File: config.mk
export PLATFORM = sky130hd
export DESIGN_NAME = srs_root_unit
export DESIGN_NICKNAME = d
export VERILOG_FILES = /design/src/design/srs_pkg.sv /design/src/design/srs_root_unit.sv
export SDC_FILE = /design/constraint.sdc
export NUM_CORES = 1
export LEC_CHECK = 0
export ABC_AREA = 1
export BUFFER_PORTS_ARGS = -buffer_cell sky130_fd_sc_hd__buf_2
export CORE_ASPECT_RATIO = 0.5
export CORE_MARGIN = 1
export CORE_UTILIZATION = 45
export DETAILED_ROUTE_END_ITERATION = 12
export PLACE_DENSITY = 0.66
export SYNTH_ARGS = -nofsm -noshare
export SYNTH_HDL_FRONTEND = slang
export SYNTH_SLANG_ARGS = --single-unit
File: constraint.sdc
create_clock -name aclk -period 4.4 [get_ports aclk]
set_clock_uncertainty 0.2 [all_clocks]
set_input_delay 0.66 -clock aclk [delete_from_list [all_inputs] [get_ports aclk]]
set_output_delay 0.66 -clock aclk [all_outputs]
set_load 0.02 [all_outputs]
File: src/design/srs_pkg.sv
package srs_pkg;

    localparam int DEF_MAX_WINDOW  = 1024;
    localparam int DEF_SAMPLE_BITS = 16;

    localparam int WL_BITS    = 11;
    localparam int LIMIT_BITS = 15;
    localparam int APB_AW     = 3;
    localparam int APB_DW     = 32;

    localparam logic [WL_BITS-1:0]    WL_RESET    = 11'd1000;
    localparam logic [LIMIT_BITS-1:0] LIMIT_RESET = 15'd12868;

    localparam logic REG_WINDOW_LENGTH   = 1'b0;
    localparam logic REG_STABILITY_LIMIT = 1'b1;

    typedef enum logic [2:0] {
        ST_IDLE,
        ST_LOAD,
        ST_MUL,
        ST_SUM,
        ST_START,
        ST_ROOT,
        ST_OUT
    } srs_state_t;

    typedef enum logic [1:0] {
        RU_IDLE,
        RU_DIV,
        RU_SQRT
    } srs_root_state_t;

endpackage

File: src/design/srs_root_unit.sv
module srs_root_unit #(
    parameter int SUM_W  = 41,
    parameter int LEN_W  = 11,
    parameter int ROOT_W = 16
) (
    input  logic              aclk,
    input  logic              aresetn,
    input  logic              start,
    input  logic [SUM_W-1:0]  sum,
    input  logic [LEN_W-1:0]  len,
    output logic              done,
    output logic [ROOT_W-1:0] root
);

    import srs_pkg::*;

    localparam int RAD_W = 2 * ROOT_W;
    localparam int REM_W = ROOT_W + 2;
    localparam int CNT_W = $clog2(SUM_W);

    srs_root_state_t state_reg, state_next;

    logic [CNT_W-1:0]  cnt_reg;
    logic [SUM_W-1:0]  quo_reg;
    logic [LEN_W-1:0]  drem_reg;
    logic [LEN_W-1:0]  len_reg;
    logic [RAD_W-1:0]  rad_reg;
    logic [REM_W-1:0]  srem_reg;
    logic [ROOT_W-1:0] root_reg;
    logic              done_reg;

    logic [LEN_W:0]   div_shift;
    logic             div_ge;
    logic [REM_W+1:0] sq_cur;
    logic [REM_W+1:0] sq_trial;
    logic             sq_ge;
    logic             div_last;
    logic             sq_last;

    always_comb begin
        div_shift = {drem_reg, quo_reg[SUM_W-1]};
        div_ge    = div_shift >= {1'b0, len_reg};
        sq_cur    = {srem_reg, rad_reg[RAD_W-1 -: 2]};
        sq_trial  = {2'b00, root_reg, 2'b01};
        sq_ge     = sq_cur >= sq_trial;
        div_last  = cnt_reg == CNT_W'(SUM_W - 1);
        sq_last   = cnt_reg == CNT_W'(ROOT_W - 1);
    end

    always_comb begin
        state_next = state_reg;
        unique case (state_reg)
            RU_IDLE: if (start) state_next = RU_DIV;
            RU_DIV:  if (div_last) state_next = RU_SQRT;
            RU_SQRT: if (sq_last) state_next = RU_IDLE;
            default: state_next = RU_IDLE;
        endcase
    end

    always_ff @(posedge aclk) begin
        if (!aresetn) begin
            state_reg <= RU_IDLE;
            done_reg  <= 1'b0;
        end else begin
            state_reg <= state_next;
            done_reg  <= (state_reg == RU_SQRT) && sq_last;
        end
    end

    always_ff @(posedge aclk) begin
        unique case (state_reg)
            RU_IDLE: begin
                quo_reg  <= sum;
                len_reg  <= len;
                drem_reg <= '0;
                cnt_reg  <= '0;
            end
            RU_DIV: begin
                drem_reg <= div_ge ? LEN_W'(div_shift - {1'b0, len_reg}) : LEN_W'(div_shift);
                quo_reg  <= {quo_reg[SUM_W-2:0], div_ge};
                if (div_last) begin
                    cnt_reg  <= '0;
                    rad_reg  <= {quo_reg[RAD_W-2:0], div_ge};
                    srem_reg <= '0;
                    root_reg <= '0;
                end else begin
                    cnt_reg <= cnt_reg + 1'b1;
                end
            end
            RU_SQRT: begin
                srem_reg <= sq_ge ? REM_W'(sq_cur - sq_trial) : REM_W'(sq_cur);
                root_reg <= {root_reg[ROOT_W-2:0], sq_ge};
                rad_reg  <= {rad_reg[RAD_W-3:0], 2'b00};
                cnt_reg  <= cnt_reg + 1'b1;
            end
            default: begin
                cnt_reg <= '0;
            end
        endcase
    end

    assign done = done_reg;
    assign root = root_reg;

endmodule

==> flow_summary.ini <==
[status]
status = complete, no violations

[global_routing]
antenna_found_initial = 1
grt-ovfl-total = 0
track_usage_pct = 18.88
grt_max_degree = 100
grt_pass1_vias = 5464
grt_pass1_wl_mm = 25.30

[worst_setup_path]
critPathMaxFanout = 11
critical_path_required_ns = 4.36
worstPathArrival_ns = 2.69
setup.worst_path.end_class = flop
worstSetupPathType = flop to flop
crit_path_start_kind = flop

[drt]
vias = 5646
vias_per_cell = 4.880
first_pass_iters = 5
wl_mm = 15.16
drt_iter0_markers = 431
ant_nets = 0
drc = 0
wire_per_inst_um = 13.10

[logic_synthesis]
ys.warnings.count = 0
synth_enable_flop_cells = 129
synthCells = 854
synth.most_common_cell = nand2_1
synth_area_leader_cell = edfxtp_1
ys_types = 31
yosys_register_bits = 138
synth-seq-area-share_pct = 54.15
ys.flop_type = edfxtp_1
netlist_area_um2 = 7486
synth_top_area_share_pct = 51.75
async_reset_ff_share_pct = 0
synthTopCellsByArea = edfxtp_1, nand2_1, inv_1, ha_1, o21ai_0
syn_area_per_cell_um2 = 8.766
yosys-top-cells-count = nand2_1, inv_1, edfxtp_1
syn_nets = 944

[power]
pwr-share-seq_pct = 34.8
p_clk_share_pct = 20.7
p_switching_mw = 3.051
power_frac_comb_pct = 44.4
ir_drop_mv = 0.4510
power.leakage_nw = 4.035
switching_share_pct = 40.70
p_int_mw = 4.445
powerDensity_nw_per_um2 = 862.3

[cts]
cts_hold_buffers = 0
htreeDepth = 4
cts.clk_slew.worst_paths_ns = 0.06
numCtsBuffers = 17
cts_tree = done
insertion_delay_ns = 0.42
clockBufferDepth = 2
cts_setup_buffers = 0
clock-root-buffer = clkbuf_16
cts.sinks = 138
cts_resized = 0

[place]
dp_hpwl_mm = 10.22
place_congestion = 0.8945
io_buffers = 71

[finish]
diodes = 0
area_delta_synth_final_pct = 16.13
final_net_count = 1013
final_util_pct = 54.97
largest_register_ffs = 41
final_layout_size_suffix_gt1_share_pct = 13.14

[timing]
finalMaxSlewViolations = 0
setup-tns-final_ns = 0
period_minus_slack_ns = 2.729
tightest_slew_ns = 0.8822
fin_crit_sh_pct = 62.03
finalSetupViolCount = 0
hold_viol_final = 0
rsz0062_at_grt = false
relSlewSlack_pct = 41.19
max_freq_mhz = 366.4

[die]
die-area_um2 = 17190
io_pins = 72
core_um2 = 15820
row_count = 32
start_util_pct = 47.33
die_h_um = 93.20
die_w_um = 184.4

[hold_path]
hold_path_class = input pin to flop

[run]
max-cap-violations = 0
-- layout by cell type (no fill, tap or decap), drive strengths merged, types with 3 or more instances in the layout --
cell type	instances
nor2	102
nor3	4
o21bai	3
nand3b	7
buf	75
clkbuf	19
nor3b	3
dfxtp	9
nand4	6
nand2	228
ha	34
xor2	11
inv	135
a21o	3
o21ai	94
xnor2	6
nand3	24
bufinv	5
edfxtp	129
a21oi	27
clkinv	8
-- layer usage --
metal,wire length [um],vias to the layer above,global-route usage [%]
met5,10,-,0
met4,148,2,6.597
met3,524,14,3.894
met2,7300,90,31.26
met1,7176,2625,24.70
li1,-,2915,-
-- worst max-delay path: stages (launching register included) --
cell      delay [ns]
edfxtp_1        0.34
inv_1           0.05
ha_1            0.23
fa_1            0.43
o21ai_2         0.25
nand3_1         0.13
nand3_1         0.34
inv_1           0.29
nor2_1          0.17
nor2_1          0.06
-- logic make-up after synthesis --
family / share of synthesized area (%)
buf+inv: 8.273
simple gates: 20.59
fa+ha+maj: 5.950
compound gates: 9.042
xor+xnor: 1.989
flops: 54.15
-- worst paths after layout --
check	slack, ns	end	cells after the start	from
worst max-delay path	1.67	drem_reg[1]$_SDFFCE_PN0P_	9	quo_reg[40]$_DFFE_PP_
worst min-delay path	0.22	len_reg[4]$_DFFE_PP_	1	len[4]
worst max register to register	1.67	drem_reg[1]$_SDFFCE_PN0P_	9	quo_reg[40]$_DFFE_PP_
worst min register to register	0.28	cnt_reg[0]$_DFF_P_	1	cnt_reg[0]$_DFF_P_
-- power groups by stage --
stage / Combinational [mW] / Clock, mW / Sequential [mW]
after floorplan: 2.49 / 0 / 2.66
after global placement: 3.26 / 0 / 2.61
after detailed placement: 3.33 / 0 / 2.63
after CTS: 3.36 / 1.58 / 2.62
after global routing: 3.82 / 1.63 / 2.68
final: 3.33 / 1.55 / 2.61
-- metrics by stage --
| stage | hold slack (ns) | power, mW | cells | instance area (um2) | worst slack (ns) |
|---|---|---|---|---|---|
| finish | 0.2155 | 7.496 | 1157 | 8693 | 1.671 |
| global route | 0.2022 | 8.125 | 1157 | 8693 | 1.511 |
| CTS | 0.2018 | 7.555 | 1157 | 8693 | 1.678 |
| detailed placement | 0.2573 | 5.968 | 1125 | 8060 | 1.662 |
| global placement | 0.2461 | 5.875 | 1125 | 8060 | 1.767 |
| floorplan | 0.2300 | 5.148 | 854 | 7488 | 0.9228 |
-- area by class of cell --
type	instances	area, um2
multi-input combinational	556	2825
inverter	135	506.7
clock buffer	19	432.9
timing repair buffer	75	397.9
fill	1438	7122
tap	221	276.5
sequential	138	4054
clock inverter	13	200.2
No activity file was read; power rests on OpenSTA's default activity.
